## config.mk

```make
export PLATFORM = sky130hd
export DESIGN_NAME = http_name_value_parser_core_flat
export DESIGN_NICKNAME = d
export VERILOG_FILES = /design/src/rtl/hnvp_pkg.sv /design/src/rtl/hnvp_in_if.sv /design/src/rtl/hnvp_out_if.sv /design/src/rtl/hnvp_front.sv /design/src/rtl/hnvp_queue.sv /design/src/rtl/hnvp_back.sv /design/src/rtl/http_name_value_parser_core.sv /design/src/flat_wrapper.sv
export VERILOG_INCLUDE_DIRS = /design/src /design/src/rtl
export SDC_FILE = /design/constraint.sdc
export NUM_CORES = 1
export LEC_CHECK = 0
export ABC_AREA = 1
export BUFFER_PORTS_ARGS = -buffer_cell sky130_fd_sc_hd__clkbuf_2
export CORE_AREA = 2 2 224 160
export CTS_BUF_LIST = sky130_fd_sc_hd__clkbuf_16
export DETAILED_ROUTE_END_ITERATION = 12
export DIE_AREA = 0 0 226 162
export GPL_TIMING_DRIVEN = 0
export SETUP_SLACK_MARGIN = 0.2
export SLEW_MARGIN = 20
export SYNTH_ARGS = -nofsm -noshare
export SYNTH_HDL_FRONTEND = slang
export SYNTH_SLANG_ARGS = --single-unit
```

## constraint.sdc

```tcl
create_clock -name clk -period 12.1 [get_ports clk]
set_input_delay 1.815 -clock clk [delete_from_list [all_inputs] [get_ports clk]]
set_output_delay 1.815 -clock clk [all_outputs]
set_load 0.1 [all_outputs]
```

## src/rtl/http_name_value_parser_core_assert.svh

```systemverilog
// ---------------------------------------------------------------------------
// HTTP name/value parser assertion macros
// Clocked assertion shorthands for the parser RTL.
// ---------------------------------------------------------------------------
`ifndef HTTP_NAME_VALUE_PARSER_CORE_ASSERT_SVH
`define HTTP_NAME_VALUE_PARSER_CORE_ASSERT_SVH

// Property holds at every clock edge outside reset.
`define HNVP_ASSERT_ALWAYS(label, prop, msg) \
  label: assert property (@(posedge clk) disable iff (rst) (prop)) else $error(msg);

// Consequent holds in the cycle after the antecedent.
`define HNVP_ASSERT_NEXT(label, ante, cons, msg) \
  label: assert property (@(posedge clk) disable iff (rst) (ante) |=> (cons)) else $error(msg);

`endif

```

## src/rtl/hnvp_pkg.sv

```systemverilog
// ---------------------------------------------------------------------------
// HTTP name/value parser package
// Shared types, constants and character class functions.
// ---------------------------------------------------------------------------
package hnvp_pkg;

  localparam int unsigned CONSUMED_W  = 16;
  localparam int unsigned MAX_LEN_DEF = 65535;
  localparam int unsigned QUEUE_DEPTH = 2;
  localparam int unsigned PADDR_W     = 3;
  localparam int unsigned PDATA_W     = 32;

  localparam logic REG_LENIENT_VALUE = 1'b0;

  localparam logic [1:0] KIND_NAME    = 2'd0;
  localparam logic [1:0] KIND_VALUE   = 2'd1;
  localparam logic [1:0] KIND_SUMMARY = 2'd2;

  localparam logic [7:0] CH_EQ     = 8'h3D;
  localparam logic [7:0] CH_QUOTE  = 8'h22;
  localparam logic [7:0] CH_BSLASH = 8'h5C;
  localparam logic [7:0] CH_SPACE  = 8'h20;
  localparam logic [7:0] CH_DEL    = 8'h7F;

  typedef struct packed {
    logic [7:0] data;
    logic       last;
    logic       empty;
    logic       is_tok;
    logic       is_sp;
    logic       is_txt;
    logic       val_ok;
    logic       is_eq;
    logic       is_quote;
    logic       is_bslash;
  } entry_t;

  typedef struct packed {
    logic [1:0]            out_kind;
    logic [7:0]            out_byte;
    logic [CONSUMED_W-1:0] consumed;
    logic                  name_found;
    logic                  equals_seen;
    logic                  value_quoted;
    logic                  run_last;
  } res_t;

  function automatic logic is_separator(input logic [7:0] c);
    logic r;
    case (c)
      8'h28, 8'h29, 8'h3C, 8'h3E, 8'h40, 8'h2C, 8'h3B, 8'h3A, 8'h5C,
      8'h22, 8'h2F, 8'h5B, 8'h5D, 8'h3F, 8'h3D, 8'h7B, 8'h7D: r = 1'b1;
      default: r = 1'b0;
    endcase
    return r;
  endfunction

  function automatic logic is_token(input logic [7:0] c);
    return (c > CH_SPACE) && (c < CH_DEL) && !is_separator(c);
  endfunction

  // Extra characters allowed in a lenient unquoted value.
  function automatic logic is_lenient_extra(input logic [7:0] c);
    logic r;
    case (c)
      8'h5B, 8'h5D, 8'h20, 8'h2C, 8'h28, 8'h29, 8'h3D, 8'h2F, 8'h3A,
      8'h40, 8'h3C, 8'h3E, 8'h7B, 8'h7D, 8'h3F: r = 1'b1;
      default: r = 1'b0;
    endcase
    return r;
  endfunction

endpackage

```

## src/rtl/hnvp_in_if.sv

```systemverilog
// ---------------------------------------------------------------------------
// HTTP name/value parser input channel
// Valid/ready stream carrying one header byte per transaction.
// ---------------------------------------------------------------------------
interface hnvp_in_if;
  logic       valid;
  logic       ready;
  logic [7:0] in_byte;
  logic       in_last;
  logic       empty_string;

  modport source (output valid, in_byte, in_last, empty_string, input ready);
  modport sink (input valid, in_byte, in_last, empty_string, output ready);
endinterface

```

## src/rtl/hnvp_out_if.sv

```systemverilog
// ---------------------------------------------------------------------------
// HTTP name/value parser output channel
// Valid/ready stream carrying name bytes, value bytes and end summaries.
// ---------------------------------------------------------------------------
interface hnvp_out_if;
  logic                            valid;
  logic                            ready;
  logic [1:0]                      out_kind;
  logic [7:0]                      out_byte;
  logic [hnvp_pkg::CONSUMED_W-1:0] consumed;
  logic                            name_found;
  logic                            equals_seen;
  logic                            value_quoted;
  logic                            run_last;

  modport source (output valid, out_kind, out_byte, consumed, name_found, equals_seen,
                  value_quoted, run_last, input ready);
  modport sink (input valid, out_kind, out_byte, consumed, name_found, equals_seen,
                value_quoted, run_last, output ready);
endinterface

```

## src/rtl/hnvp_front.sv

```systemverilog
// ---------------------------------------------------------------------------
// HTTP name/value parser front end
// Accepts input transactions and tags each byte with its character classes.
// ---------------------------------------------------------------------------
module hnvp_front (
  input  logic                lenient,
  hnvp_in_if.sink             in_ch,
  output logic                push_valid,
  output hnvp_pkg::entry_t    push_data,
  input  logic                push_ready
);

  logic [7:0] c;
  logic       tok;

  assign c   = in_ch.in_byte;
  assign tok = hnvp_pkg::is_token(c);

  assign in_ch.ready = push_ready;
  assign push_valid  = in_ch.valid;

  always_comb begin
    push_data.data      = c;
    push_data.last      = in_ch.in_last;
    push_data.empty     = in_ch.empty_string;
    push_data.is_tok    = tok;
    push_data.is_sp     = (c <= hnvp_pkg::CH_SPACE);
    push_data.is_txt    = (c >= hnvp_pkg::CH_SPACE) && (c != hnvp_pkg::CH_DEL);
    push_data.val_ok    = tok || (lenient && hnvp_pkg::is_lenient_extra(c));
    push_data.is_eq     = (c == hnvp_pkg::CH_EQ);
    push_data.is_quote  = (c == hnvp_pkg::CH_QUOTE);
    push_data.is_bslash = (c == hnvp_pkg::CH_BSLASH);
  end

endmodule

```

## src/rtl/hnvp_queue.sv

```systemverilog
// ---------------------------------------------------------------------------
// HTTP name/value parser queue
// Small register FIFO decoupling the classifier from the parse engine.
// ---------------------------------------------------------------------------
module hnvp_queue #(
  parameter int unsigned DEPTH = hnvp_pkg::QUEUE_DEPTH
) (
  input  logic             clk,
  input  logic             rst,
  input  logic             push_valid,
  input  hnvp_pkg::entry_t push_data,
  output logic             push_ready,
  output logic             pop_valid,
  output hnvp_pkg::entry_t pop_data,
  input  logic             pop_ready
);

  localparam int unsigned PTR_W = (DEPTH > 1) ? $clog2(DEPTH) : 1;
  localparam int unsigned CNT_W = $clog2(DEPTH + 1);
  localparam logic [PTR_W-1:0] PTR_LAST = PTR_W'(DEPTH - 1);
  localparam logic [CNT_W-1:0] CNT_FULL = CNT_W'(DEPTH);

  hnvp_pkg::entry_t mem [DEPTH];
  logic [PTR_W-1:0] wr_ptr;
  logic [PTR_W-1:0] rd_ptr;
  logic [CNT_W-1:0] count;
  logic             push;
  logic             pop;

  assign push_ready = (count != CNT_FULL);
  assign pop_valid  = (count != '0);
  assign pop_data   = mem[rd_ptr];
  assign push       = push_valid && push_ready;
  assign pop        = pop_valid && pop_ready;

  always_ff @(posedge clk) begin
    if (push) begin
      mem[wr_ptr] <= push_data;
    end
  end

  always_ff @(posedge clk) begin
    if (rst) begin
      wr_ptr <= '0;
      rd_ptr <= '0;
      count  <= '0;
    end else begin
      if (push) begin
        wr_ptr <= (wr_ptr == PTR_LAST) ? '0 : wr_ptr + 1'b1;
      end
      if (pop) begin
        rd_ptr <= (rd_ptr == PTR_LAST) ? '0 : rd_ptr + 1'b1;
      end
      if (push && !pop) begin
        count <= count + 1'b1;
      end else if (pop && !push) begin
        count <= count - 1'b1;
      end
    end
  end

endmodule

```

## src/rtl/hnvp_back.sv

```systemverilog
// ---------------------------------------------------------------------------
// HTTP name/value parser engine
// Runs the name/'='/value phase machine and buffers up to two results.
// ---------------------------------------------------------------------------
`include "http_name_value_parser_core_assert.svh"

module hnvp_back #(
  parameter int unsigned MAX_LEN = hnvp_pkg::MAX_LEN_DEF
) (
  input  logic             clk,
  input  logic             rst,
  input  logic             pop_valid,
  input  hnvp_pkg::entry_t pop_data,
  output logic             pop_ready,
  hnvp_out_if.source       out_ch
);

  localparam int unsigned CW = hnvp_pkg::CONSUMED_W;
  localparam logic [CW-1:0] MAX_CNT = CW'(MAX_LEN);

  localparam logic [2:0] PH_NAME      = 3'd0;
  localparam logic [2:0] PH_WS_BEFORE = 3'd1;
  localparam logic [2:0] PH_WS_AFTER  = 3'd2;
  localparam logic [2:0] PH_TOKEN     = 3'd3;
  localparam logic [2:0] PH_QUOTED    = 3'd4;
  localparam logic [2:0] PH_DONE      = 3'd5;

  logic [2:0]    phase, phase_next;
  logic [CW-1:0] cnt, cnt_next;
  logic          esc, esc_next;
  logic [2:0]    flags, flags_next;

  hnvp_pkg::res_t ob [2];
  logic [1:0]     ob_cnt;

  hnvp_pkg::entry_t e;
  hnvp_pkg::res_t   r0, r1, sum_res;
  logic             emit, taken, fin, drain, pop;
  logic [1:0]       ekind;
  logic [1:0]       n_res;

  function automatic logic [CW-1:0] sat_inc(input logic [CW-1:0] v);
    return (v < MAX_CNT) ? v + 1'b1 : v;
  endfunction

  assign e     = pop_data;
  assign drain = out_ch.valid && out_ch.ready;
  assign pop_ready = (ob_cnt == 2'd0) || ((ob_cnt == 2'd1) && drain);
  assign pop   = pop_valid && pop_ready;

  always_comb begin
    phase_next = phase;
    cnt_next   = cnt;
    esc_next   = esc;
    flags_next = flags;
    emit       = 1'b0;
    taken      = 1'b0;
    ekind      = hnvp_pkg::KIND_NAME;
    fin        = e.empty || e.last;

    if (!e.empty) begin
      if (phase_next == PH_NAME) begin
        if (e.is_tok) begin
          flags_next[0] = 1'b1;
          cnt_next      = sat_inc(cnt_next);
          emit          = 1'b1;
          taken         = 1'b1;
        end else if (!flags_next[0]) begin
          phase_next = PH_DONE;
          taken      = 1'b1;
        end else begin
          phase_next = PH_WS_BEFORE;
        end
      end
      if (!taken && phase_next == PH_WS_BEFORE) begin
        taken = 1'b1;
        if (e.is_sp) begin
          cnt_next = sat_inc(cnt_next);
        end else if (e.is_eq) begin
          cnt_next      = sat_inc(cnt_next);
          flags_next[1] = 1'b1;
          phase_next    = PH_WS_AFTER;
        end else begin
          phase_next = PH_DONE;
        end
      end
      if (!taken && phase_next == PH_WS_AFTER) begin
        if (e.is_sp) begin
          cnt_next = sat_inc(cnt_next);
          taken    = 1'b1;
        end else if (e.is_quote) begin
          cnt_next      = sat_inc(cnt_next);
          flags_next[2] = 1'b1;
          phase_next    = PH_QUOTED;
          taken         = 1'b1;
        end else begin
          phase_next = PH_TOKEN;
        end
      end
      if (!taken && phase_next == PH_TOKEN) begin
        taken = 1'b1;
        if (e.val_ok) begin
          cnt_next = sat_inc(cnt_next);
          emit     = 1'b1;
          ekind    = hnvp_pkg::KIND_VALUE;
        end else begin
          phase_next = PH_DONE;
        end
      end
      if (!taken && phase_next == PH_QUOTED) begin
        cnt_next = sat_inc(cnt_next);
        ekind    = hnvp_pkg::KIND_VALUE;
        if (esc_next) begin
          esc_next = 1'b0;
          emit     = 1'b1;
        end else if (e.is_bslash) begin
          esc_next = 1'b1;
        end else if (e.is_quote) begin
          phase_next = PH_DONE;
        end else if (e.is_txt) begin
          emit = 1'b1;
        end
      end
    end

    sum_res.out_kind     = hnvp_pkg::KIND_SUMMARY;
    sum_res.out_byte     = '0;
    sum_res.consumed     = cnt_next;
    sum_res.name_found   = flags_next[0];
    sum_res.equals_seen  = flags_next[1];
    sum_res.value_quoted = flags_next[2];
    sum_res.run_last     = 1'b1;

    r0.out_kind     = ekind;
    r0.out_byte     = e.data;
    r0.consumed     = '0;
    r0.name_found   = 1'b0;
    r0.equals_seen  = 1'b0;
    r0.value_quoted = 1'b0;
    r0.run_last     = 1'b0;
    if (!emit) begin
      r0 = sum_res;
    end
    r1    = sum_res;
    n_res = {1'b0, emit} + {1'b0, fin};

    if (fin) begin
      phase_next = PH_NAME;
      cnt_next   = '0;
      esc_next   = 1'b0;
      flags_next = '0;
    end
  end

  always_ff @(posedge clk) begin
    if (rst) begin
      phase  <= PH_NAME;
      cnt    <= '0;
      esc    <= 1'b0;
      flags  <= '0;
      ob_cnt <= '0;
    end else begin
      if (pop) begin
        phase  <= phase_next;
        cnt    <= cnt_next;
        esc    <= esc_next;
        flags  <= flags_next;
        ob_cnt <= n_res;
      end else if (drain) begin
        ob_cnt <= ob_cnt - 1'b1;
      end
    end
  end

  always_ff @(posedge clk) begin
    if (pop) begin
      ob[0] <= r0;
      ob[1] <= r1;
    end else if (drain) begin
      ob[0] <= ob[1];
    end
  end

  assign out_ch.valid        = (ob_cnt != 2'd0);
  assign out_ch.out_kind     = ob[0].out_kind;
  assign out_ch.out_byte     = ob[0].out_byte;
  assign out_ch.consumed     = ob[0].consumed;
  assign out_ch.name_found   = ob[0].name_found;
  assign out_ch.equals_seen  = ob[0].equals_seen;
  assign out_ch.value_quoted = ob[0].value_quoted;
  assign out_ch.run_last     = ob[0].run_last;

  `HNVP_ASSERT_ALWAYS(a_ob_cnt_range, ob_cnt != 2'd3, "result buffer overfilled")
  `HNVP_ASSERT_ALWAYS(a_esc_in_quoted, !esc || (phase == PH_QUOTED), "escape outside quoted value")
  `HNVP_ASSERT_NEXT(a_clear_after_end, pop && fin, (phase == PH_NAME) && (cnt == '0) && (flags == '0), "state not cleared after summary")
  `HNVP_ASSERT_NEXT(a_two_results, pop && (n_res == 2'd2), (ob_cnt == 2'd2) && ob[1].run_last && !ob[0].run_last, "byte and summary misordered")

endmodule

```

## src/rtl/http_name_value_parser_core.sv

```systemverilog
// ---------------------------------------------------------------------------
// HTTP name/value parser core
// Parses one name=value pair from a header string, one byte per transaction.
// ---------------------------------------------------------------------------
// in_ch carries the header bytes; in_last marks the final byte, and a
// transaction with empty_string set closes the string without a byte.
// out_ch returns name bytes (kind 0), value bytes (kind 1) and, for the
// final transaction of each string, an end summary (kind 2) with the
// consumed length and the name, '=' and quoting flags.
// Throughput is one byte per cycle while out_ch accepts results; a byte
// that is emitted and also ends the string yields two results, and the
// engine stops popping until the first drains from the single output port
// of the two-entry result buffer. A byte is registered in the queue by the
// classifier and then in the result buffer by the engine.
// The APB register at offset 0 holds lenient_value; write it only while
// the core is idle.
// Reset clears the queue, the result buffer, the parse state and the
// register. When out_ch stalls, the result buffer fills, the engine stops
// popping and the queue then holds in_ch.ready low.
// ---------------------------------------------------------------------------
module http_name_value_parser_core #(
  parameter int unsigned MAX_LEN = hnvp_pkg::MAX_LEN_DEF
) (
  input  logic                         clk,
  input  logic                         rst,
  hnvp_in_if.sink                      in_ch,
  hnvp_out_if.source                   out_ch,
  input  logic                         psel,
  input  logic                         penable,
  input  logic                         pwrite,
  input  logic [hnvp_pkg::PADDR_W-1:0] paddr,
  input  logic [hnvp_pkg::PDATA_W-1:0] pwdata,
  output logic [hnvp_pkg::PDATA_W-1:0] prdata,
  output logic                         pready
);

  logic             lenient;
  logic             push_valid, push_ready;
  logic             pop_valid, pop_ready;
  hnvp_pkg::entry_t push_data, pop_data;
  logic             reg_hit;

  assign pready  = 1'b1;
  assign reg_hit = (paddr[hnvp_pkg::PADDR_W-1] == hnvp_pkg::REG_LENIENT_VALUE);

  always_ff @(posedge clk) begin
    if (rst) begin
      lenient <= 1'b0;
    end else if (psel && penable && pwrite && pready && reg_hit) begin
      lenient <= pwdata[0];
    end
  end

  assign prdata = reg_hit ? {{(hnvp_pkg::PDATA_W-1){1'b0}}, lenient} : '0;

  hnvp_front u_front (
    .lenient    (lenient),
    .in_ch      (in_ch),
    .push_valid (push_valid),
    .push_data  (push_data),
    .push_ready (push_ready)
  );

  hnvp_queue #(
    .DEPTH (hnvp_pkg::QUEUE_DEPTH)
  ) u_queue (
    .clk        (clk),
    .rst        (rst),
    .push_valid (push_valid),
    .push_data  (push_data),
    .push_ready (push_ready),
    .pop_valid  (pop_valid),
    .pop_data   (pop_data),
    .pop_ready  (pop_ready)
  );

  hnvp_back #(
    .MAX_LEN (MAX_LEN)
  ) u_back (
    .clk       (clk),
    .rst       (rst),
    .pop_valid (pop_valid),
    .pop_data  (pop_data),
    .pop_ready (pop_ready),
    .out_ch    (out_ch)
  );

endmodule
```

## src/flat_wrapper.sv

```systemverilog
// flat-port wrapper written by rule: the top's interface ports become plain ports
module http_name_value_parser_core_flat 
#(
  parameter int unsigned MAX_LEN = hnvp_pkg::MAX_LEN_DEF
)
  (clk, rst, psel, penable, pwrite, paddr, pwdata, prdata, pready, in_ch_valid, in_ch_in_byte, in_ch_in_last, in_ch_empty_string, in_ch_ready, out_ch_valid, out_ch_out_kind, out_ch_out_byte, out_ch_consumed, out_ch_name_found, out_ch_equals_seen, out_ch_value_quoted, out_ch_run_last, out_ch_ready);
  hnvp_in_if in_ch_i ();
  hnvp_out_if out_ch_i ();
  input  logic clk;
  input  logic rst;
  input  logic psel;
  input  logic penable;
  input  logic pwrite;
  input  logic [hnvp_pkg::PADDR_W-1:0] paddr;
  input  logic [hnvp_pkg::PDATA_W-1:0] pwdata;
  output logic [hnvp_pkg::PDATA_W-1:0] prdata;
  output logic pready;
  input wire logic [$bits(in_ch_i.valid)-1:0] in_ch_valid;
  input wire logic [$bits(in_ch_i.in_byte)-1:0] in_ch_in_byte;
  input wire logic [$bits(in_ch_i.in_last)-1:0] in_ch_in_last;
  input wire logic [$bits(in_ch_i.empty_string)-1:0] in_ch_empty_string;
  output wire logic [$bits(in_ch_i.ready)-1:0] in_ch_ready;
  output wire logic [$bits(out_ch_i.valid)-1:0] out_ch_valid;
  output wire logic [$bits(out_ch_i.out_kind)-1:0] out_ch_out_kind;
  output wire logic [$bits(out_ch_i.out_byte)-1:0] out_ch_out_byte;
  output wire logic [$bits(out_ch_i.consumed)-1:0] out_ch_consumed;
  output wire logic [$bits(out_ch_i.name_found)-1:0] out_ch_name_found;
  output wire logic [$bits(out_ch_i.equals_seen)-1:0] out_ch_equals_seen;
  output wire logic [$bits(out_ch_i.value_quoted)-1:0] out_ch_value_quoted;
  output wire logic [$bits(out_ch_i.run_last)-1:0] out_ch_run_last;
  input wire logic [$bits(out_ch_i.ready)-1:0] out_ch_ready;
  assign in_ch_i.valid = in_ch_valid;
  assign in_ch_i.in_byte = in_ch_in_byte;
  assign in_ch_i.in_last = in_ch_in_last;
  assign in_ch_i.empty_string = in_ch_empty_string;
  assign in_ch_ready = in_ch_i.ready;
  assign out_ch_valid = out_ch_i.valid;
  assign out_ch_out_kind = out_ch_i.out_kind;
  assign out_ch_out_byte = out_ch_i.out_byte;
  assign out_ch_consumed = out_ch_i.consumed;
  assign out_ch_name_found = out_ch_i.name_found;
  assign out_ch_equals_seen = out_ch_i.equals_seen;
  assign out_ch_value_quoted = out_ch_i.value_quoted;
  assign out_ch_run_last = out_ch_i.run_last;
  assign out_ch_i.ready = out_ch_ready;
  http_name_value_parser_core #(.MAX_LEN(MAX_LEN)) u_core (.clk(clk), .rst(rst), .in_ch(in_ch_i), .out_ch(out_ch_i), .psel(psel), .penable(penable), .pwrite(pwrite), .paddr(paddr), .pwdata(pwdata), .prdata(prdata), .pready(pready));
endmodule
```

* After elaboration in Yosys (flattened, before gate mapping)
Memories as Yosys holds them, arrays and structs flattened. A register that Yosys moved wholly into a read port is not among the register bits.
Index checks and enable logic that the tools add are counted.
W data, S select, Z words.
** Word-level totals
- Output and inout bits :: 65
- Memories kept :: 2
- Bits in latches :: 0
- Bits in writable memories :: 94
- Logic and storage cells :: 201
- Bits in registers :: 30
- Bits in read-only memories :: 0
** Memories
- u_core.u_back.ob :: words 2, bits a word 30, read ports 2, clocked after Yosys merged registers in 0, write ports 2, line hnvp_back.sv:33 : hnvp_pkg::res_t ob [2];
- u_core.u_queue.mem :: words 2, bits a word 17, read ports 1, clocked after Yosys merged registers in 1, write ports 1, line hnvp_queue.sv:23 : hnvp_pkg::entry_t mem [DEPTH];
** Operators by class
- Multiplexer cells :: 104
- Equal/unequal tests :: 26
- Order comparisons :: 9
- Bitwise operators :: 2
- Shift operators :: 0
- Div/mod/pow operators :: 0
- Reduce and logical (&&, ||, !) cells :: 38
- Multipliers :: 0
- Add/subtract/negate cells :: 11
** Operators with widths (count)
- $mux W16 :: 22
- $eq A8 B6 Y1 const B :: 12
- $add A16 B1 Y16 const B :: 5
- $lt A16 B16 Y1 const B :: 5
- $mux W3 :: 23
- $mux W30 :: 2
- $mux W1 :: 51
- $eq A8 B7 Y1 const B :: 6
- $logic_and A1 B1 Y1 :: 17
- $reduce_or A17 Y1 :: 1
- $reduce_or A15 Y1 :: 1
- $mux W2 :: 6
- $reduce_bool A2 Y1 :: 5
- $ge A8 B6 Y1 const B :: 1
- $gt A8 B6 Y1 const B :: 1
- $le A8 B6 Y1 const B :: 1
- $lt A8 B7 Y1 const B :: 1
- $ne A8 B7 Y1 const B :: 1
- $logic_not A1 Y1 :: 7
- $eq A3 B2 Y1 const B :: 2
- $sub A2 B1 Y2 const B :: 2
- $eq A3 B1 Y1 const B :: 1
- $eq A3 B3 Y1 const B :: 1
- $logic_not A3 Y1 :: 1
- other kinds (12) :: 15

* Logic depth before layout (Yosys ltp)
Gate-level depths: netlist of the first run.
- Depth after elaboration :: 28
- Gate-level depth with buffers :: 53
- Depth with buffers taken out :: 51

* Hierarchy
A second synthesis of the first run with hierarchy kept.
** Second synthesis, totals
- Cells, all modules :: 1266
- Area, all modules :: 8819.7 sq um
** By module, submodules not included
- hnvp_back :: cells each 1032, area an instance 6557.5 sq um, seq. area each 1941.9 sq um, times used 1
- hnvp_queue :: cells each 90, area an instance 1520.2 sq um, seq. area each 1121.1 sq um, times used 1
- hnvp_front :: cells each 97, area an instance 424.2 sq um, seq. area each 0.0 sq um, times used 1
- http_name_value_parser_core :: cells each 47, area an instance 317.8 sq um, seq. area each 20.0 sq um, times used 1

* Least setup slack after synthesis of the first run
No wires, ideal clock.
- Path kind :: flip-flop to flip-flop
- From :: register u_core.u_back.cnt[0]
- To :: memory u_core.u_back.ob[0][12] (netlist bit), data pin
- Path slack :: 5.883 ns
- Arrival time :: 5.965 ns
- Stages on the path, launching flop included :: 48
- Cell sequence :: dfxtp_1 -> ha_1 -> inv_1 -> nor2_4 -> nand4_4 -> buf_6 -> nand2_2 -> xor2_2 -> ha_1 -> nand3_1 -> nor2_4 -> nand2_1 -> nor2_4 -> nand3_4 -> nand2_1 -> xnor2_1 -> ha_1 -> nand3_2 -> [12 not listed] -> nor2_8 -> nand3_4 -> buf_6 -> nand3_1 -> nand2_1 -> ha_1 -> inv_1 -> nor2_2 -> nand2_2 -> nor2_8 -> nand2_1 -> nand2_1 -> nand3_1 -> nand2_1 -> nand3_1 -> and2_1 -> nand2_1 -> nand2_1
** RTL lines
- start: declaration :: line hnvp_back.sv:29 : logic [CW-1:0] cnt, cnt_next;
- start signal: assignment :: line hnvp_back.sv:165 : cnt <= cnt_next;
- end: declaration :: line hnvp_back.sv:33

==> impl_metrics.yaml, run 1 <==
worst_setup_path:
  critical_path.startpoint_type: "flip-flop"
  reg2reg_from: "u_core.u_back.cnt[1]"
  max_stage_delay_ns: 0.43
  critPathArrivalTime_ns: 7.74
  path_max_fanout: 10
  worst-setup-path-type: "reg2reg"
  cp_top_family: "simple AND/OR/NAND/NOR gates"
  cp_num_buf_inv: 6
  cp_slowest_cell: "o211ai_1"
  r2r-end: "u_core.u_back.ob[0][16]"
  r2r_slack_ns: 4.52
  endpoint_kind: "flip-flop"
  cp.required_ns: 12.27
  cpMostUsedCell: "nand2_1"
  worstRegToRegCells: 44
  cp.depth: 44
yosys:
  ys.warnings.count: 0
  synth_top_area_share: 0.290
  yosysTopAreaCell: "edfxtp_1"
  synth.most_common_cell: "nand2_1"
  async_flop_share: 0
  yosys-top-cells-area: "edfxtp_1, nand2_1, dfxtp_1"
  yosys_register_bits: 113
  synth_area_mm2: 0.00849
  syn_inst: 1165
  ys_seq_area_frac: 0.363
  ys.flop_type: "edfxtp_1"
  synth_edf_count: 82
  synth_cell_types: 53
  synthTopCellsByCount: "nand2_1, inv_1, nand3_1, edfxtp_1, nor2_1"
  avgSynthCellArea_um2: 7.29
pwr:
  p_comb_frac: 0.540
  internal_power_mw: 1.12
  switching_share: 0.533
  power.density_mw_per_mm2: 239
  clkPwrFrac: 0.199
  ir_worst_vdd_mv: 0.105
  power.net_switching_mw: 1.28
  pwr-share-seq: 0.261
  p_leak_nw: 4.34
route:
  drcViolationCount: 0
  vias_per_cell: 4.41
  drt-total-wl_um: 22300
  ant_nets: 0
  drtIter0Drc: 684
  wl_per_cell_um: 12.7
  drt_pass1_iterations: 5
  vias: 7722
clocking:
  cts_tree: "yes"
  post_cts.repair.setup_buffers: 0
  cts.sinks: 113
  htree_levels: 4
  clk_pin_slew_ns: 0.06
  clock_latency_ns: 0.41
  cts_buffers: 17
  ctsResizeCount: 0
  cts_hold_buf: 0
  clockRootBuffer: "clkbuf_16"
  clockBufferDepth: 2
sta:
  final.period_utilization: 0.626
  slew_headroom: 0.415
  hold_viol_final: 0
  slew_viol_final: 0
  tightestPinTransition_ns: 0.871
  finalSetupViolCount: 0
  rsz0062_at_grt: "no"
  max_freq_mhz: 132
  setup_tns_ns: 0
  fin_ws_ns: 4.52
  post-route-min-period_ns: 7.58
  fin_skew_ns: 0.0108
min_path:
  min_from: "u_core.u_queue.rd_ptr"
  hold_depth: 1
  min_path_type: "reg2reg"
global_routing:
  grt_use_total: 0.125
  grt_pass1_vias: 6762
  overflow: 0
  grt_pass1_wl_um: 36200
  antenna_found_initial: 0
  grt_max_degree: 30
cells_and_area:
  syn2layout_area_growth_pct: 18.4
  nFillCells: 3637
  diodes: 0
  drive_above_1_share: 0.213
  nNetsFinal: 1328
  fin_cells: 1752
outcome:
  outcome: "finished, final reports clean"
place:
  pre_cts_ws_ns: 4.70
  numPortBuffers: 51
  globalplace.congestion: 0.874
  dp_hpwl_um: 17800
  place_inst: 1720
floorplanning:
  die-area_mm2: 0.0366
  ios: 117
  rows: 57
  die_h_um: 162
  initial_utilization: 0.248
  coreArea_mm2: 0.0343
  die_w_um: 226
run:
  cap_viol_max_count: 0
[kinds of logic after synthesis]
logic type      after synthesis  synth area share
compound gates              110            0.0742
xor+xnor                     12            0.0159
fa+ha+maj                     9            0.0133
buf+inv                     224             0.120
flops                       113             0.363
mux                           2           0.00236
other cells                   2          0.000884
simple gates                693             0.411
[worst register-to-register path: cells and delay by family (launching register included)]
family / cells / cell delay, ns
compound gates: 1 / 0.43
xor+xnor: 3 / 0.88
fa+ha+maj: 5 / 1.19
buf+inv: 6 / 0.81
flops: 1 / 0.41
simple gates: 29 / 3.64
[stage by stage]
step	total power, mW	area, um^2	hold WS, ns	util
6_report	2.40	10100	0.460	0.293
5_1_grt	2.54	10100	0.493	0.293
4_1_cts	2.40	10100	0.452	0.293
3_5_place_dp	1.92	9480	0.442	0.276
3_3_place_gp	1.91	9450	0.436	0.276
2_1_floorplan	1.64	8610	0.426	-
[power groups by stage]
stage | Combinational, mW | Sequential, mW | Clock [mW]
floorplan | 0.655 | 0.990 | 0
global placement | 1.27 | 0.633 | 0
detailed placement | 1.29 | 0.635 | 0
CTS | 1.29 | 0.628 | 0.486
global route | 1.40 | 0.638 | 0.501
finish | 1.30 | 0.626 | 0.480
[flip-flops by register name, summed over array words and instances, names as in the netlist, named ones only]
name                   cells
u_core.u_back.esc          1
u_core.u_back.flags        3
u_core.u_back.cnt         16
u_core.u_queue.mem        34
u_core.lenient             1
u_core.u_back.ob_cnt       2
u_core.u_queue.rd_ptr      1
u_core.u_back.ob          48
u_core.u_back.phase        3
u_core.u_queue.count       2
u_core.u_queue.wr_ptr      1
[per-layer routing]
metal | wire, um | global-route usage
met2 | 8600 | 0.168
met3 | 1420 | 0.0244
met5 | 0 | 0
met4 | 146 | 0.0253
met1 | 12200 | 0.199
[worst max-delay path by stage]
stage	to	startpoint	slack [ns]
5_1_grt	u_core.u_back.ob[0][18]	u_core.u_back.cnt[0]	3.99
3_5_place_dp	u_core.u_back.ob[0][18]	u_core.u_back.cnt[0]	4.70
2_1_floorplan	u_core.u_back.ob[0][12]	u_core.u_back.cnt[0]	5.88
3_3_place_gp	u_core.u_back.ob[0][18]	u_core.u_back.cnt[0]	4.74
6_report	u_core.u_back.ob[0][16]	u_core.u_back.cnt[1]	4.52
4_1_cts	u_core.u_back.ob[0][18]	u_core.u_back.cnt[0]	4.66
[cells in the final DEF, fill, tap and decap left out, types with 5 or more instances in the layout]
cell type / netlist / layout
clkbuf_16: 0 / 17
nor2_4: 21 / 21
nand3_2: 10 / 10
clkbuf_1: 10 / 10
buf_6: 4 / 5
buf_2: 8 / 8
nand3_1: 105 / 105
nand2_1: 346 / 346
o21ai_0: 27 / 27
nor3_1: 12 / 12
inv_2: 22 / 23
ha_1: 9 / 9
edfxtp_1: 82 / 82
o21ai_1: 13 / 13
o211ai_1: 6 / 6
dfxtp_1: 31 / 31
inv_1: 139 / 138
nand3_4: 5 / 5
xor2_1: 6 / 6
conb_1: 2 / 32
nand4_1: 34 / 34
clkbuf_2: 0 / 51
nand2_2: 33 / 33
nor2_1: 74 / 72
inv_6: 0 / 6
a21oi_1: 46 / 46
and2_1: 11 / 11
nor2_2: 12 / 14
buf_4: 35 / 35
[final cells by class]
type,instances,area [um^2],area share
tap,472,591,0.0587
timing repair buffer,53,282,0.0280
buffer,58,389,0.0387
sequential,113,3080,0.307
multi-input combinational,858,4510,0.449
clock inverter,15,146,0.0146
clock buffer,17,425,0.0423
inverter,166,629,0.0626
Power figures use the tool's default switching activity.
==> run 2, diff against run 1 <==
--- a/config.mk
+++ b/config.mk
@@ -6,12 +6,12 @@
 export SDC_FILE = /design/constraint.sdc
 export NUM_CORES = 1
 export LEC_CHECK = 0
-export ABC_AREA = 1
+export ABC_AREA = 0
 export BUFFER_PORTS_ARGS = -buffer_cell sky130_fd_sc_hd__clkbuf_2
-export CORE_AREA = 2 2 224 160
+export CORE_AREA = 2 2 225 161
 export CTS_BUF_LIST = sky130_fd_sc_hd__clkbuf_16
 export DETAILED_ROUTE_END_ITERATION = 12
-export DIE_AREA = 0 0 226 162
+export DIE_AREA = 0 0 227 163
 export GPL_TIMING_DRIVEN = 0
 export SETUP_SLACK_MARGIN = 0.2
 export SLEW_MARGIN = 20
==> constraint.sdc (replaced) <==
create_clock -name clk -period 6.99 [get_ports clk]
set_input_delay 1.0485 -clock clk [delete_from_list [all_inputs] [get_ports clk]]
set_output_delay 1.0485 -clock clk [all_outputs]
set_load 0.1 [all_outputs]
==> run 2 against run 1 <==
Non-clock buffer count grew 93. Sequential power grew 66%. Count of clock-buffer cells in the layout did not move. Utilization up 3.9 points. Fmax is 11% higher. Highest routed layer unchanged.
==> impl_metrics.yaml, run 2 <==
pwr:
  ir_worst_vdd_mv: 0.240
  power.density_mw_per_mm2: 333
  switching_share: 0.480
  p_leak_nw: 4.21
  power.net_switching_mw: 1.87
  pwr-share-seq: 0.269
  internal_power_mw: 2.02
  clkPwrFrac: 0.223
  p_comb_frac: 0.508
clocking:
  cts.sinks: 113
  cts_buffers: 17
  clockRootBuffer: "clkbuf_16"
  cts_hold_buf: 0
  clock_latency_ns: 0.42
  cts_tree: "yes"
  clk_pin_slew_ns: 0.06
  htree_levels: 4
  clockBufferDepth: 2
worst_setup_path:
  reg2reg_from: "u_core.u_back.cnt[2]"
  r2r_slack_ns: 0.19
  path_max_fanout: 10
  cpMostUsedCell: "buf_4"
  worstRegToRegCells: 26
  max_stage_delay_ns: 0.45
  r2r-end: "u_core.u_back.ob[0][4]"
  endpoint_kind: "flip-flop"
  cp_slowest_cell: "or3b_4"
  cp.required_ns: 7.16
  worst-setup-path-type: "reg2reg"
  critPathArrivalTime_ns: 6.97
  critical_path.startpoint_type: "flip-flop"
cells_and_area:
  final_common_cell: "buf_4"
  nNetsFinal: 1208
  largest_register_ffs: 48
  drive_above_1_share: 0.317
  fin_area_mm2: 0.0117
  syn2layout_area_growth_pct: 35.9
  layout_common_cells: "buf_4, nand2_1, edfxtp_1"
  reg.largest.list: "u_core.u_back.ob (48), u_core.u_queue.mem (34), u_core.u_back.cnt (16)"
  diodes: 0
  top_register: "u_core.u_back.ob"
yosys:
  synth_edf_count: 82
  synth.most_common_cell: "nand2_1"
  synth_top_area_share: 0.287
  synthTopCellsByCount: "nand2_1, nor2_1, edfxtp_1, a21oi_1, o21ai_0"
  ys.flop_type: "edfxtp_1"
  yosys-top-cells-area: "edfxtp_1, dfxtp_1, nand2_1"
  synth_area_mm2: 0.00859
  syn_inst: 969
  avgSynthCellArea_um2: 8.86
  ys_seq_area_frac: 0.359
  synth_cell_types: 98
  yosys_register_bits: 113
  async_flop_share: 0
  ys.warnings.count: 0
  yosysTopAreaCell: "edfxtp_1"
sta:
  fin_skew_ns: 0.0127
  hold_viol_final: 0
  fin_ws_ns: 0.186
  post-route-min-period_ns: 6.80
  max_freq_mhz: 147
  final.period_utilization: 0.973
  finalSetupViolCount: 0
  tightestPinTransition_ns: 1.13
  slew_viol_final: 0
  rsz0062_at_grt: "yes"
  slew_headroom: 0.238
route:
  ant_nets: 0
  vias_per_cell: 5.23
  drt-total-wl_um: 28900
  wl_per_cell_um: 17.6
  vias: 8577
  drcViolationCount: 0
  drtIter0Drc: 832
  drt_pass1_iterations: 6
place:
  dp_hpwl_um: 21500
  pre_cts_ws_ns: -1.68
  placed_area_mm2: 0.00969
  numPortBuffers: 50
  globalplace.congestion: 0.905
global_routing:
  overflow: 0
  grt_use_total: 0.151
  grt_max_degree: 29
  antenna_found_initial: 0
  grt_pass1_wl_um: 43500
  grt_pass1_vias: 7541
outcome:
  outcome: "finished, final reports clean"
floorplanning:
  rows: 58
  die_w_um: 227
  ios: 117
  die_h_um: 163
  initial_utilization: 0.245
  coreArea_mm2: 0.0351
  die-area_mm2: 0.0370
min_path:
  hold_end: "u_core.u_back.ob_cnt[1]"
  min_from: "u_core.u_back.ob_cnt[1]"
  min_path_type: "reg2reg"
  hold_depth: 2
run:
  cap_viol_max_count: 0
[run 2: cell count changes in the layout (fill, tap and decap cells not counted), sizes merged, moves of 26 or more]
cell,change
nand3,-77
nor2,-26
xnor2,+30
buf,+78
nand2,-288
inv,-141
[run 2: worst max-delay path by stage]
stage | cells past startpoint | startpoint | endpoint
final | 26 | u_core.u_back.cnt[2] | u_core.u_back.ob[0][4]
after floorplan | 29 | u_core.u_back.cnt[0] | u_core.u_back.ob[0][4]
after global placement | 27 | u_core.u_back.cnt[5] | u_core.u_back.ob[0][4]
after global routing | 29 | u_core.u_back.cnt[15] | u_core.u_back.ob[0][4]
after CTS | 27 | u_core.u_back.phase[1] | u_core.u_back.ob[0][14]
after detailed placement | 27 | u_core.u_back.cnt[7] | u_core.u_back.ob[0][13]
[run 2: cell type report]
cell class                      instances  area, um^2
Fill cell                            3628       23500
Multi-Input combinational cell        791        5880
Sequential cell                       113        3090
Timing Repair Buffer                  129         920
Tap cell                              480         601
Buffer                                 75         503
Clock buffer                           17         425
Clock inverter                         15         171
Inverter                               20        75.1
[run 2: repair_timing]
item	4_1_cts	5_1_grt
pin swaps	21	44
endpoints found under the hold margin	0	0
setup buffers	30	47
gates resized for setup	81	92
endpoints found under the setup margin	48	47
[run 2: worst max-delay path, delay by kind of cell (launching register included)]
family	cells	cell delay, ns
flops	1	0.33
xor+xnor	3	0.62
buf+inv	5	1.07
mux	1	0.29
fa+ha+maj	1	0.24
compound gates	8	1.85
simple gates	8	2.16
[run 2: stage by stage]
step	cells	hold slack (ns)	power, mW	utilization	setup TNS, ns
after floorplan	999	0.472	2.43	-	0
after global placement	1529	0.489	2.75	0.274	-71.33
after detailed placement	1531	0.496	2.80	0.276	-69.12
after CTS	1593	0.504	3.79	0.311	0
after global routing	1640	0.550	4.07	0.332	0
final	1640	0.507	3.89	0.332	0
[run 2: routing by layer]
layer	track usage	part of all wire	wire, um
met5	0	0	0
met4	0.0214	0.0068	197
met3	0.0498	0.11	3240
met2	0.197	0.39	11400
met1	0.238	0.49	14100
[run 2: cell families (layout without fill, tap and decap cells)]
group	Yosys count	after routing	synth area share
flops	113	113	0.359
fa+ha+maj	9	9	0.0131
simple gates	406	406	0.256
xor+xnor	51	51	0.0520
mux	38	38	0.0475
other cells	2	32	0.000874
compound gates	255	255	0.214
buf+inv	95	256	0.0575
[run 2: power groups by stage]
stage               clock, mW  combinational [mW]  sequential [mW]
global route            0.914                2.09             1.07
floorplan                   0               0.775             1.66
finish                  0.869                1.97             1.04
detailed placement          0                1.75             1.06
global placement            0                1.69             1.06
CTS                     0.880                1.86             1.05
